[src/design/ffra_pkg.sv]
// shared types and constants for the first-fit rectangle allocator
// no dependencies; imported by ffra_window and first_fit_rect_allocator
package ffra_pkg;

  // configuration register indexes
  localparam logic CFG_ATLAS_WIDTH  = 1'b0;
  localparam logic CFG_ATLAS_HEIGHT = 1'b1;

  // reset value of both atlas size registers
  localparam logic [6:0] ATLAS_RESET = 7'd64;

  typedef enum logic [2:0] {
    S_CLEAR,
    S_IDLE,
    S_READ,
    S_SCAN,
    S_MARK,
    S_RESP
  } state_t;

  // controls for the row window accumulator
  typedef struct packed {
    logic clear;
    logic load;
  } win_ctl_t;

endpackage

[src/design/ffra_ram.sv]
// generic simple dual-port ram, one write port and one registered read port
// no dependencies
module ffra_ram #(
  parameter int WIDTH = 64,
  parameter int DEPTH = 64
) (
  input  logic                                   clk,
  input  logic                                   we,
  input  logic [((DEPTH > 1) ? $clog2(DEPTH) : 1)-1:0] waddr,
  input  logic [WIDTH-1:0]                       wdata,
  input  logic                                   re,
  input  logic [((DEPTH > 1) ? $clog2(DEPTH) : 1)-1:0] raddr,
  output logic [WIDTH-1:0]                       rdata
);

  logic [WIDTH-1:0] mem [DEPTH];

  always_ff @(posedge clk) begin
    if (we) begin
      mem[waddr] <= wdata;
    end
    if (re) begin
      rdata <= mem[raddr];
    end
  end

endmodule

[src/design/ffra_window.sv]
// row window: ors the rows under a candidate band and tests one column span
// depends on ffra_pkg
module ffra_window import ffra_pkg::*; #(
  parameter int W  = 64,
  parameter int XW = 6
) (
  input  logic          clk,
  input  win_ctl_t      ctl,
  input  logic [W-1:0]  rdata,
  input  logic [W-1:0]  span,
  input  logic [XW-1:0] x,
  output logic          fit,
  output logic [W-1:0]  mask
);

  logic [W-1:0] acc;

  always_ff @(posedge clk) begin
    if (ctl.clear) begin
      acc <= '0;
    end else if (ctl.load) begin
      acc <= acc | rdata;
    end
  end

  assign mask = span << x;
  assign fit  = ((acc & mask) == '0);

endmodule

[src/design/first_fit_rect_allocator.sv]
// top level of the first-fit rectangle allocator: sequencer, config registers
// depends on ffra_pkg, ffra_ram, ffra_window
//
// usage
//   request channel: a transaction is taken at a rising edge with start high
//   and busy low; rect_width and rect_height are sampled then. busy stays high
//   until the result has been shown.
//   result channel: done is high for exactly one cycle with found, place_x and
//   place_y valid. the receiver cannot stall; it must take the result then.
//   config channel: cfg_ready is always high; a write of cfg_data to register
//   cfg_index (0 atlas width, 1 atlas height) lands when cfg_valid is high.
//   write config only while busy is low.
// operation
//   the occupancy bitmap sits in one ram, one row per word. every candidate
//   row band ors its h rows through the single read port, then tests one
//   column position per cycle, up to aw-w+1 positions. a hit then
//   read-modify-writes the rows, and the result follows in its own state. a
//   rejected request (zero or oversized) goes straight to the result.
// reset
//   rst clears the config to 64x64, then sweeps all MAX_HEIGHT ram rows to
//   zero, one row per cycle, with busy high; config writes still land.
module first_fit_rect_allocator import ffra_pkg::*; #(
  parameter int MAX_WIDTH  = 64,
  parameter int MAX_HEIGHT = 64
) (
  input  logic       clk,
  input  logic       rst,
  // request
  input  logic       start,
  output logic       busy,
  input  logic [6:0] rect_width,
  input  logic [6:0] rect_height,
  // result
  output logic       done,
  output logic       found,
  output logic [5:0] place_x,
  output logic [5:0] place_y,
  // config
  input  logic       cfg_valid,
  output logic       cfg_ready,
  input  logic       cfg_index,
  input  logic [6:0] cfg_data
);

  // row address, column index and row-count widths
  localparam int RW  = (MAX_HEIGHT > 1) ? $clog2(MAX_HEIGHT) : 1;
  localparam int XW  = (MAX_WIDTH > 1) ? $clog2(MAX_WIDTH) : 1;
  localparam int CHW = $clog2(MAX_HEIGHT + 1);
  localparam int CW  = (CHW > 7) ? CHW : 7;

  state_t state, state_next;

  // config registers
  logic [6:0] atlas_width;
  logic [6:0] atlas_height;

  // request context
  logic [6:0]           req_h;
  logic [MAX_WIDTH-1:0] span;
  logic [XW-1:0]        x_last;
  logic [RW-1:0]        y_last;
  logic                 bad;

  // scan position and row pipeline
  logic [XW-1:0] x_cnt;
  logic [RW-1:0] y_cnt;
  logic [6:0]    issued;
  logic          rd_vld;
  logic [RW-1:0] rd_addr;
  logic [RW-1:0] clr_addr;

  // registered result
  logic          res_found;
  logic [XW-1:0] res_x;
  logic [RW-1:0] res_y;

  // mark mask latched on a hit
  logic [MAX_WIDTH-1:0] mbits;

  // effective atlas size, clamped to what was built
  logic [6:0]    aw_eff;
  logic [CW-1:0] ah_eff;
  logic          req_bad;

  // ram ports
  logic                 mem_we;
  logic [RW-1:0]        mem_waddr;
  logic [MAX_WIDTH-1:0] mem_wdata;
  logic                 mem_re;
  logic [RW-1:0]        mem_raddr;
  logic [MAX_WIDTH-1:0] mem_rdata;

  // window
  win_ctl_t             win_ctl;
  logic                 win_fit;
  logic [MAX_WIDTH-1:0] win_mask;

  logic accept;
  logic issue;
  logic band_done;

  assign aw_eff = (atlas_width > 7'(MAX_WIDTH)) ? 7'(MAX_WIDTH) : atlas_width;
  assign ah_eff = (CW'(atlas_height) > CW'(MAX_HEIGHT)) ? CW'(MAX_HEIGHT)
                                                         : CW'(atlas_height);
  assign req_bad = (rect_width == '0) || (rect_height == '0) ||
                   (rect_width > aw_eff) || (CW'(rect_height) > ah_eff);

  assign accept    = (state == S_IDLE) && start;
  assign issue     = ((state == S_READ) || (state == S_MARK)) && (issued != req_h);
  // all rows of the band have come back from the ram
  assign band_done = (issued == req_h) && !rd_vld;
  assign mem_raddr = RW'(CW'(y_cnt) + CW'(issued));

  // next state
  always_comb begin
    state_next = state;
    case (state)
      S_CLEAR: begin
        if (clr_addr == RW'(MAX_HEIGHT - 1)) state_next = S_IDLE;
      end
      S_IDLE: begin
        if (start) state_next = req_bad ? S_RESP : S_READ;
      end
      S_READ: begin
        if (band_done) state_next = S_SCAN;
      end
      S_SCAN: begin
        if (win_fit) begin
          state_next = S_MARK;
        end else if (x_cnt == x_last) begin
          state_next = (y_cnt == y_last) ? S_RESP : S_READ;
        end
      end
      S_MARK: begin
        if (band_done) state_next = S_RESP;
      end
      S_RESP: begin
        state_next = S_IDLE;
      end
      default: begin
        state_next = S_IDLE;
      end
    endcase
  end

  // outputs and datapath controls
  always_comb begin
    busy          = 1'b1;
    done          = 1'b0;
    mem_we        = 1'b0;
    mem_waddr     = rd_addr;
    mem_wdata     = mem_rdata | mbits;
    mem_re        = issue;
    win_ctl.clear = 1'b0;
    win_ctl.load  = 1'b0;
    case (state)
      S_CLEAR: begin
        mem_we    = 1'b1;
        mem_waddr = clr_addr;
        mem_wdata = '0;
      end
      S_IDLE: begin
        busy          = 1'b0;
        win_ctl.clear = 1'b1;
      end
      S_READ: begin
        win_ctl.load = rd_vld;
      end
      S_SCAN: begin
        // start a fresh band when moving down a row
        win_ctl.clear = !win_fit && (x_cnt == x_last);
      end
      S_MARK: begin
        mem_we = rd_vld;
      end
      S_RESP: begin
        done = 1'b1;
      end
      default: begin
        busy = 1'b1;
      end
    endcase
  end

  assign cfg_ready = 1'b1;
  assign found     = res_found;
  assign place_x   = 6'(res_x);
  assign place_y   = 6'(res_y);

  always_ff @(posedge clk) begin
    if (rst) begin
      state        <= S_CLEAR;
      atlas_width  <= ATLAS_RESET;
      atlas_height <= ATLAS_RESET;
      clr_addr     <= '0;
      rd_vld       <= 1'b0;
    end else begin
      state  <= state_next;
      rd_vld <= issue;
      if (cfg_valid) begin
        case (cfg_index)
          CFG_ATLAS_WIDTH:  atlas_width  <= cfg_data;
          CFG_ATLAS_HEIGHT: atlas_height <= cfg_data;
          default:          atlas_width  <= atlas_width;
        endcase
      end
      if (state == S_CLEAR) clr_addr <= clr_addr + 1'b1;
    end
  end

  // request context and scan counters
  always_ff @(posedge clk) begin
    if (issue) begin
      issued  <= issued + 1'b1;
      rd_addr <= mem_raddr;
    end
    case (state)
      S_IDLE: begin
        if (accept) begin
          req_h     <= rect_height;
          span      <= MAX_WIDTH'({MAX_WIDTH{1'b1}} >> (7'(MAX_WIDTH) - rect_width));
          x_last    <= XW'(aw_eff - rect_width);
          y_last    <= RW'(ah_eff - CW'(rect_height));
          bad       <= req_bad;
          x_cnt     <= '0;
          y_cnt     <= '0;
          issued    <= '0;
          res_found <= 1'b0;
          res_x     <= '0;
          res_y     <= '0;
        end
      end
      S_SCAN: begin
        if (win_fit) begin
          mbits     <= win_mask;
          issued    <= '0;
          res_found <= 1'b1;
          res_x     <= x_cnt;
          res_y     <= y_cnt;
        end else if (x_cnt == x_last) begin
          x_cnt  <= '0;
          y_cnt  <= y_cnt + 1'b1;
          issued <= '0;
        end else begin
          x_cnt <= x_cnt + 1'b1;
        end
      end
      default: begin
        x_cnt <= x_cnt;
      end
    endcase
  end

  ffra_ram #(
    .WIDTH(MAX_WIDTH),
    .DEPTH(MAX_HEIGHT)
  ) u_rows (
    .clk  (clk),
    .we   (mem_we),
    .waddr(mem_waddr),
    .wdata(mem_wdata),
    .re   (mem_re),
    .raddr(mem_raddr),
    .rdata(mem_rdata)
  );

  ffra_window #(
    .W (MAX_WIDTH),
    .XW(XW)
  ) u_window (
    .clk  (clk),
    .ctl  (win_ctl),
    .rdata(mem_rdata),
    .span (span),
    .x    (x_cnt),
    .fit  (win_fit),
    .mask (win_mask)
  );

  // a marked row is never read back in the cycle it is written
  a_no_rw_clash: assert property (@(posedge clk) disable iff (rst)
    mem_we && mem_re |-> mem_waddr != mem_raddr)
    else $error("ram read and write hit the same row");

  // a miss reports the origin
  a_miss_zero: assert property (@(posedge clk) disable iff (rst)
    done && !found |-> place_x == 6'd0 && place_y == 6'd0)
    else $error("miss with nonzero position");

  // a rejected request never reaches a hit
  a_bad_miss: assert property (@(posedge clk) disable iff (rst)
    done && bad |-> !found)
    else $error("rejected request reported as found");

  // an accepted transaction keeps the block busy
  a_accept_busy: assert property (@(posedge clk) disable iff (rst)
    start && !busy |=> busy)
    else $error("accepted transaction did not raise busy");

  // the block is free right after a result
  a_done_idle: assert property (@(posedge clk) disable iff (rst)
    done |=> !busy && !done)
    else $error("block not idle after result");

endmodule
[config.mk]
export PLATFORM = sky130hd
export DESIGN_NAME = first_fit_rect_allocator
export DESIGN_NICKNAME = d
export VERILOG_FILES = /design/src/design/ffra_pkg.sv /design/src/design/ffra_ram.sv /design/src/design/ffra_window.sv /design/src/design/first_fit_rect_allocator.sv
export SDC_FILE = /design/constraint.sdc
export NUM_CORES = 2
export LEC_CHECK = 0
export BUFFER_PORTS_ARGS = -buffer_cell sky130_fd_sc_hd__buf_2
export CAP_MARGIN = 20
export CORE_UTILIZATION = 24
export CTS_BUF_LIST = sky130_fd_sc_hd__clkbuf_4
export CTS_CLUSTER_DIAMETER = 60
export DETAILED_ROUTE_END_ITERATION = 8
export GPL_TIMING_DRIVEN = 0
export HOLD_SLACK_MARGIN = 0.15
export SLEW_MARGIN = 20
export SYNTH_ARGS = -nofsm -noshare
export SYNTH_HDL_FRONTEND = slang
export SYNTH_SLANG_ARGS = --single-unit
[constraint.sdc]
create_clock -name clk -period 9.2 [get_ports clk]
set_input_delay 0.92 -clock clk [delete_from_list [all_inputs] [get_ports clk]]
set_output_delay 0.92 -clock clk [all_outputs]
set_load 0.05 [all_outputs]
### Yosys cells after proc, flatten, opt, wreduce, memory -nomap -nowiden

Memories as Yosys holds them, arrays and structs flattened. A register that Yosys moved wholly into a read port is not among the register bits.
Cells that the tools add are included.

| cells by class | value |
|---|---|
| $add $sub $neg | 8 |
| reductions and logical operators | 23 |
| multipliers | 0 |
| divide/modulo/power cells | 0 |
| equality and inequality tests | 19 |
| bitwise gates (word level) | 4 |
| shift operators | 2 |
| order comparisons | 4 |
| multiplexer cells | 39 |

Operators by type and width:

| kind | number |
|---|---|
| $or A64 B64 Y64 | 2 |
| $and A64 B64 Y64 | 1 |
| $logic_not A64 Y1 | 1 |
| $mux W64 | 1 |
| $shl A64 B6 Y64 | 1 |
| $shr A64 B7 Y64 const A | 1 |
| $mux W6 | 8 |
| $pmux W6 S2 | 4 |
| $mux W7 | 6 |
| $mux W3 | 8 |
| $add A6 B1 Y6 const B | 3 |
| $ne A2 B2 Y1 const B | 8 |
| $pmux W3 S5 | 1 |
| $gt A7 B7 Y1 | 2 |
| $gt A7 B7 Y1 const B | 2 |
| $logic_not A7 Y1 | 2 |
| $pmux W7 S2 | 1 |
| $eq A6 B6 Y1 | 2 |
| $sub A6 B6 Y6 | 2 |
| $reduce_and A2 Y1 | 4 |
| $add A7 B1 Y7 const B | 1 |
| $eq A7 B7 Y1 | 1 |
| $mux W1 | 7 |
| $ne A7 B7 Y1 | 1 |
| other kinds (17) | 29 |

| storage, ports and cells | value |
|---|---|
| word-level logic and storage cells | 118 |
| memory bits (writable) | 4096 |
| bits in registers | 273 |
| ROM bits | 0 |
| memories | 1 |
| output and inout bits | 16 |
| bits of input ports | 26 |
| bits in latches | 0 |

Memory list:

| memory | words | width | rd ports | clocked after Yosys merged registers in | write ports | RTL line | text |
|---|---|---|---|---|---|---|---|
| u_rows.mem | 64 | 64 | 1 | 1 | 1 | ffra_ram.sv:16 | `logic [WIDTH-1:0] mem [DEPTH];` |

### Depth between registers and ports, before layout

| logic depth | value |
|---|---|
| depth in word-level cells | 8 |
| depth in mapped cells | 16 |
| mapped depth without buffers | 14 |

### Modules after synthesis

Synthesis repeated with hierarchy kept, for this count alone.

| unflattened totals | value |
|---|---|
| cells, all modules | 8264 |
| area, all modules | 173725.4 sq um |

By module, submodules not included:

| module | sequential area each (sq um) | times used | cells each | area an instance (sq um) |
|---|---|---|---|---|
| ffra_ram | 124919.8 | 1 | 6598 | 156989.3 |
| first_fit_rect_allocator | 5965.7 | 1 | 813 | 9567.9 |
| ffra_window | 1281.2 | 1 | 853 | 7168.1 |

### Worst setup path after synthesis

Ideal clock, no wire load.

| timing path | value |
|---|---|
| kind | reg-to-reg |
| start point | register x_cnt[1] |
| end point | register res_found, in the netlist found (enable) |
| required time | 8.871 ns |
| period minus slack after synthesis | 7.017 ns |
| cell stages (with the launch flop) | 14 |
| slack | 2.183 ns |
| arrival | 6.689 ns |
| setup time | 0.329 ns |
| path buffers | 3 |
| path through | edfxtp_1 > buf_6 > buf_2 > buf_2 > mux2_2 > mux4_2 > mux2i_1 > o2bb2ai_1 > a311o_1 > nor4_1 > nand4_1 > or4_4 > nor2_1 > or2_2 |

| on the way | value |
|---|---|
| cells in the longest elaborated chain, start to end | 5 |

Ends and longest elaborated chain:

| what | RTL line | text |
|---|---|---|
| from (decl) | first_fit_rect_allocator.sv:65 | `logic [XW-1:0] x_cnt;` |
| from (signal assigned) | first_fit_rect_allocator.sv:245 | `x_cnt <= x_cnt + 1'b1;` |
| from (signal assigned) | first_fit_rect_allocator.sv:249 | `x_cnt <= x_cnt;` |
| $shl A64 B6 Y64 | ffra_window.sv:26 | `assign mask = span << x;` |
| $and A64 B64 Y64 | ffra_window.sv:27 | `assign fit = ((acc & mask) == '0);` |
| $logic_not A64 Y1 | ffra_window.sv:27 |  |
| $ne A2 B2 Y1 (no line) | - |  |
| $reduce_and A3 Y1 (no line) | - |  |
| to (signal assigned) | first_fit_rect_allocator.sv:228 | `res_found <= 1'b0;` |
| to (signal assigned) | first_fit_rect_allocator.sv:237 | `res_found <= 1'b1;` |
| to (decl) | first_fit_rect_allocator.sv:73 | `logic res_found;` |

Every way passes these cells.
A chain may end at the register's enable or synchronous reset.

### Worst setup path in the final report

| timing path | value |
|---|---|
| start point | register y_cnt[0] |
| end point | register u_rows.rdata[42], read port of u_rows.mem (data pin) |

| on the way | value |
|---|---|
| cells in the longest elaborated chain, start to end | 1 |

Ends and longest elaborated chain:

| what | RTL line | text |
|---|---|---|
| from (decl) | first_fit_rect_allocator.sv:66 | `logic [RW-1:0] y_cnt;` |
| from (signal assigned) | first_fit_rect_allocator.sv:242 | `y_cnt <= y_cnt + 1'b1;` |
| $add A6 B6 Y6 | first_fit_rect_allocator.sv:112 | `assign mem_raddr = RW'(CW'(y_cnt) + CW'(issued));` |
| net mem_raddr[1] | first_fit_rect_allocator.sv:90 | `logic [RW-1:0] mem_raddr;` |
| to (decl) | ffra_ram.sv:13 | `output logic [WIDTH-1:0] rdata` |

The timed path passes the listed nets, and every way through them passes these cells.

==> metrics.log <==
[metrics] global route total overflow: 0
[metrics] final count of hold timing violations: 0
[metrics] run status: finished, violations left
[metrics] clock tree root buffer cell: sky130_fd_sc_hd__clkbuf_4
[metrics] number of sinks on the clock net: 4,433
[metrics] total design power: 0.0535 W
[metrics] Worst-path clk slew: 0.06 ns
[metrics] leading post-synthesis cells by cell area: sky130_fd_sc_hd__edfxtp_1, sky130_fd_sc_hd__mux4_2, sky130_fd_sc_hd__dfxtp_1
[metrics] switching power summed over all nets: 0.0165 W
[metrics] initial antenna violation count: 60
[metrics] starting density of the core: 0.241
[metrics] register bit count reported by yosys: 4,433
[metrics] power share of the clock group: 0.300
[metrics] Die X-Extent: 855 um
[metrics] final slew viol count: 0
[metrics] setup violation total in the final timing report: 0
[metrics] worst-case headroom to the max-slew limit: 0.114
[metrics] routed wire length: 547,000 um
[metrics] Post-synth ARST share: 0
[metrics] final sum of negative setup slack: 0 ns
[metrics] via count of the first global-routing pass: 96,800
[metrics] Synth Net Count: 8,185
[metrics] switching fraction of total power: 0.308
[metrics] worst setup skew after layout: 0.238 ns
[metrics] Core Region: 0.723 mm2
[metrics] class of the most critical hold timing path: primary input to flip-flop
[metrics] internal power: 0.0371 W
[metrics] net total in the final layout: 9,876
[metrics] share of Yosys cell area claimed by the top area cell type: 0.746
[metrics] Least-Margin Pin Slew: 1.32 ns
[metrics] RSZ-0062 raised after global routing: false
[metrics] cts bufs inserted: 1,167
[metrics] Gate power share: 0.287
[metrics] floorplan die area: 0.731 mm2
[metrics] Synth Cell Area: 0.175 mm2
[metrics] Pre-Repair DR Iteration Count: 9
[metrics] post-route fraction of the period consumed by the critical path: 0.740
[metrics] FP Rows: 312
[metrics] reg-to-reg startpoint: y_cnt[0]
[metrics] violations in the final reports: design-rule violations
[metrics] post-synthesis cell type with the largest combined area: sky130_fd_sc_hd__edfxtp_1
[metrics] metal1 wirelength: 220,000 um
[metrics] top post-synthesis cells by count: sky130_fd_sc_hd__edfxtp_1, sky130_fd_sc_hd__mux4_2, sky130_fd_sc_hd__nand2_1
[metrics] GRT Resource Usage Total: 0.146
[metrics] number of H-tree levels: 7
[metrics] critical path peak fanout: 10
[metrics] floorplan die height: 855 um
[metrics] Post-synth EDFFs: 4,338
[metrics] Synth warnings: 0
[metrics] worst vdd ir: 0.141 mV
[metrics] CP endpoint kind: flip-flop
[metrics] final estimated routing congestion in global placement: 0.929
[metrics] most instantiated flip-flop cell in the synthesis netlist: sky130_fd_sc_hd__edfxtp_1
[metrics] clock tree from TritonCTS: built
[metrics] number of top-level pins: 42
[metrics] dpl hpwl: 384,000 um
[metrics] critical path required time: 10.43 ns
[metrics] number of vias per cell after detailed routing: 4.80
[metrics] Max Cap Violations: 0
[metrics] sequential group share of total power: 0.413
[metrics] largest net degree at the start of global routing: 47
[metrics] power per standard cell area: 254 mW/mm2
[metrics] max layer used: met5
[metrics] sequential cell area fraction in the yosys report: 0.757
[metrics] number of instances in the synthesized netlist: 8,118
[metrics] WL per Instance: 27.2 um
[metrics] detailed-route DRC error count: 1
[metrics] Worst Hold Launch: cfg_valid
[metrics] number of library cell types mapped by synthesis: 82
[metrics] length of routed met3 wiring: 60,300 um
[metrics] routed wire length on met2: 248,000 um
[metrics] type of origin of the critical path: flip-flop
[metrics] clock latency on the worst-skew pair: 1.77 ns
[metrics] time the final worst path needs with I/O delays and setup: 6.81 ns
[metrics] Synth Area per Inst: 21.5 um2
[metrics] leading cell type by number of instances after synthesis: sky130_fd_sc_hd__edfxtp_1
[metrics] number of gates resized after cts: 0
[metrics] vias after detailed routing: 96,400
[metrics] quantity of I/O buffers inserted on ports: 37
[metrics] launch point of the worst path: y_cnt[0]
[metrics] FMAX: 147 MHz
[metrics] critical path class: flip-flop to flip-flop
[metrics] Detail Route Antenna Nets: 0
[metrics] Worst Path Arrival: 8.04 ns
[metrics] share of final-layout standard cells stronger than drive strength 1: 0.364
[metrics] starting DRC count in detailed routing: 13,400
[metrics] leakage power of the design: 67.5 nW
[metrics] first-pass GRT wire length: 754,000 um
[metrics] layout overhead on the synthesized area: 20.8%
[metrics] maximum number of buffers from clock root to sink: 5
==> metal layers <==
metal,GRT usage,vias to the layer above
met5,0,-
met4,0.0558,10
met3,0.0428,927
met2,0.222,5735
met1,0.198,51500
li1,-,38200
==> logic make-up (layout without fill, tap and decap cells) <==
logic type	count (synthesis)	count (layout)	share of synthesized area
AND/OR/NAND/NOR	1152	1152	0.0289
flip-flops	4433	4433	0.757
AO/OA/AOI/OAI	470	470	0.0178
other	1	37	0.0000215
buffers and inverters	510	2871	0.0114
adder cells (fa/ha/maj)	41	41	0.00307
multiplexers	1453	1453	0.179
XOR/XNOR	58	58	0.00291
==> cells in the final DEF, fill, tap and decap left out, types with 36 or more instances in the layout <==
master / netlist / routed
sky130_fd_sc_hd__and3_1: 88 / 87
sky130_fd_sc_hd__o21ai_0: 53 / 53
sky130_fd_sc_hd__nand2_1: 435 / 435
sky130_fd_sc_hd__mux2i_1: 73 / 72
sky130_fd_sc_hd__a21oi_1: 123 / 123
sky130_fd_sc_hd__ha_1: 38 / 38
sky130_fd_sc_hd__clkbuf_4: 0 / 1620
sky130_fd_sc_hd__nand3_1: 56 / 56
sky130_fd_sc_hd__a31oi_1: 79 / 79
sky130_fd_sc_hd__nor2_1: 412 / 280
sky130_fd_sc_hd__dlygate4sd3_1: 0 / 65
sky130_fd_sc_hd__dfxtp_1: 95 / 95
sky130_fd_sc_hd__nor2_4: 0 / 129
sky130_fd_sc_hd__inv_1: 54 / 54
sky130_fd_sc_hd__buf_16: 0 / 132
sky130_fd_sc_hd__buf_1: 126 / 62
sky130_fd_sc_hd__clkbuf_1: 296 / 242
sky130_fd_sc_hd__mux4_2: 1329 / 1329
sky130_fd_sc_hd__diode_2: 0 / 36
sky130_fd_sc_hd__mux2_2: 50 / 50
sky130_fd_sc_hd__buf_2: 18 / 100
sky130_fd_sc_hd__edfxtp_1: 4338 / 4338
sky130_fd_sc_hd__clkbuf_2: 1 / 78
sky130_fd_sc_hd__clkinv_1: 4 / 170
sky130_fd_sc_hd__buf_12: 0 / 237
==> sequential cells by signal, indices dropped and copies added, names as in the netlist <==
signal / cells
u_window.acc: 64
found: 1
atlas_height: 7
u_rows.mem: 4096
y_last: 6
place_x: 6
x_cnt: 6
state: 3
span: 64
rd_addr: 6
clr_addr: 6
rd_vld: 1
atlas_width: 7
y_cnt: 6
u_rows.rdata: 64
mbits: 64
x_last: 6
req_h: 7
place_y: 6
issued: 7
==> what timing repair did <==
item	CTS	global route
hold buffers	65	0
hold endpoints to repair	186	0
setup buffers	0	0
==> stage by stage <==
stage               setup slack, ns  cells  hold slack (ns)  area (um2)  utilization
floorplan                      2.18   8118            0.430      175000            -
global placement              -2.98  17700            0.448      187000        0.258
detailed placement             2.54  18100            0.448      197000        0.272
CTS                            2.56  20000            0.162      211000        0.291
global route                   2.39  20100            0.279      211000        0.291
finish                         2.39  20100            0.312      211000        0.292
==> final cells by class <==
| cell class | count | area (um2) |
|---|---|---|
| flip-flops and latches | 4433 | 132000 |
| clock buffers | 1620 | 12200 |
| clock inverters | 219 | 1070 |
| inverters | 59 | 221 |
| diodes | 36 | 90.1 |
| repair buffers | 522 | 9810 |
| multi-input cells | 3175 | 41500 |
| well taps | 9577 | 12000 |
| plain buffers | 451 | 1910 |
| fillers | 70400 | 512000 |
==> path summary, 6_finish.rpt <==
| check | end | slack [ns] | depth (start not counted) |
|---|---|---|---|
| setup / recovery | u_rows.rdata[42] | 2.39 | 11 |
| hold / removal | atlas_height[6] | 0.31 | 4 |
| setup reg to reg | u_rows.rdata[42] | 2.39 | 11 |
| hold reg to reg | u_window.acc[55] | 0.45 | 2 |
==> worst max-delay path: stages (launching register included) <==
cell and delay [ns]:
sky130_fd_sc_hd__edfxtp_1 0.50, sky130_fd_sc_hd__ha_1 0.28, sky130_fd_sc_hd__fa_1 0.90, sky130_fd_sc_hd__clkbuf_1 0.89
sky130_fd_sc_hd__clkbuf_1 0.87, sky130_fd_sc_hd__clkbuf_2 0.61, sky130_fd_sc_hd__buf_16 0.23, sky130_fd_sc_hd__clkbuf_1 0.81
sky130_fd_sc_hd__mux4_2 0.45, sky130_fd_sc_hd__mux4_2 0.49, sky130_fd_sc_hd__nand2_1 0.12, sky130_fd_sc_hd__a31oi_1 0.21
==> power by group through the flow <==
stage / clock network, W / logic, W / registers, W
detailed placement: 0 / 0.0153 / 0.0225
global route: 0.0174 / 0.0160 / 0.0221
finish: 0.0161 / 0.0154 / 0.0221
global placement: 0 / 0.0148 / 0.0226
floorplan: 0 / 0.00913 / 0.0225
CTS: 0.0164 / 0.0154 / 0.0221
(Power assumes the default switching activity.)
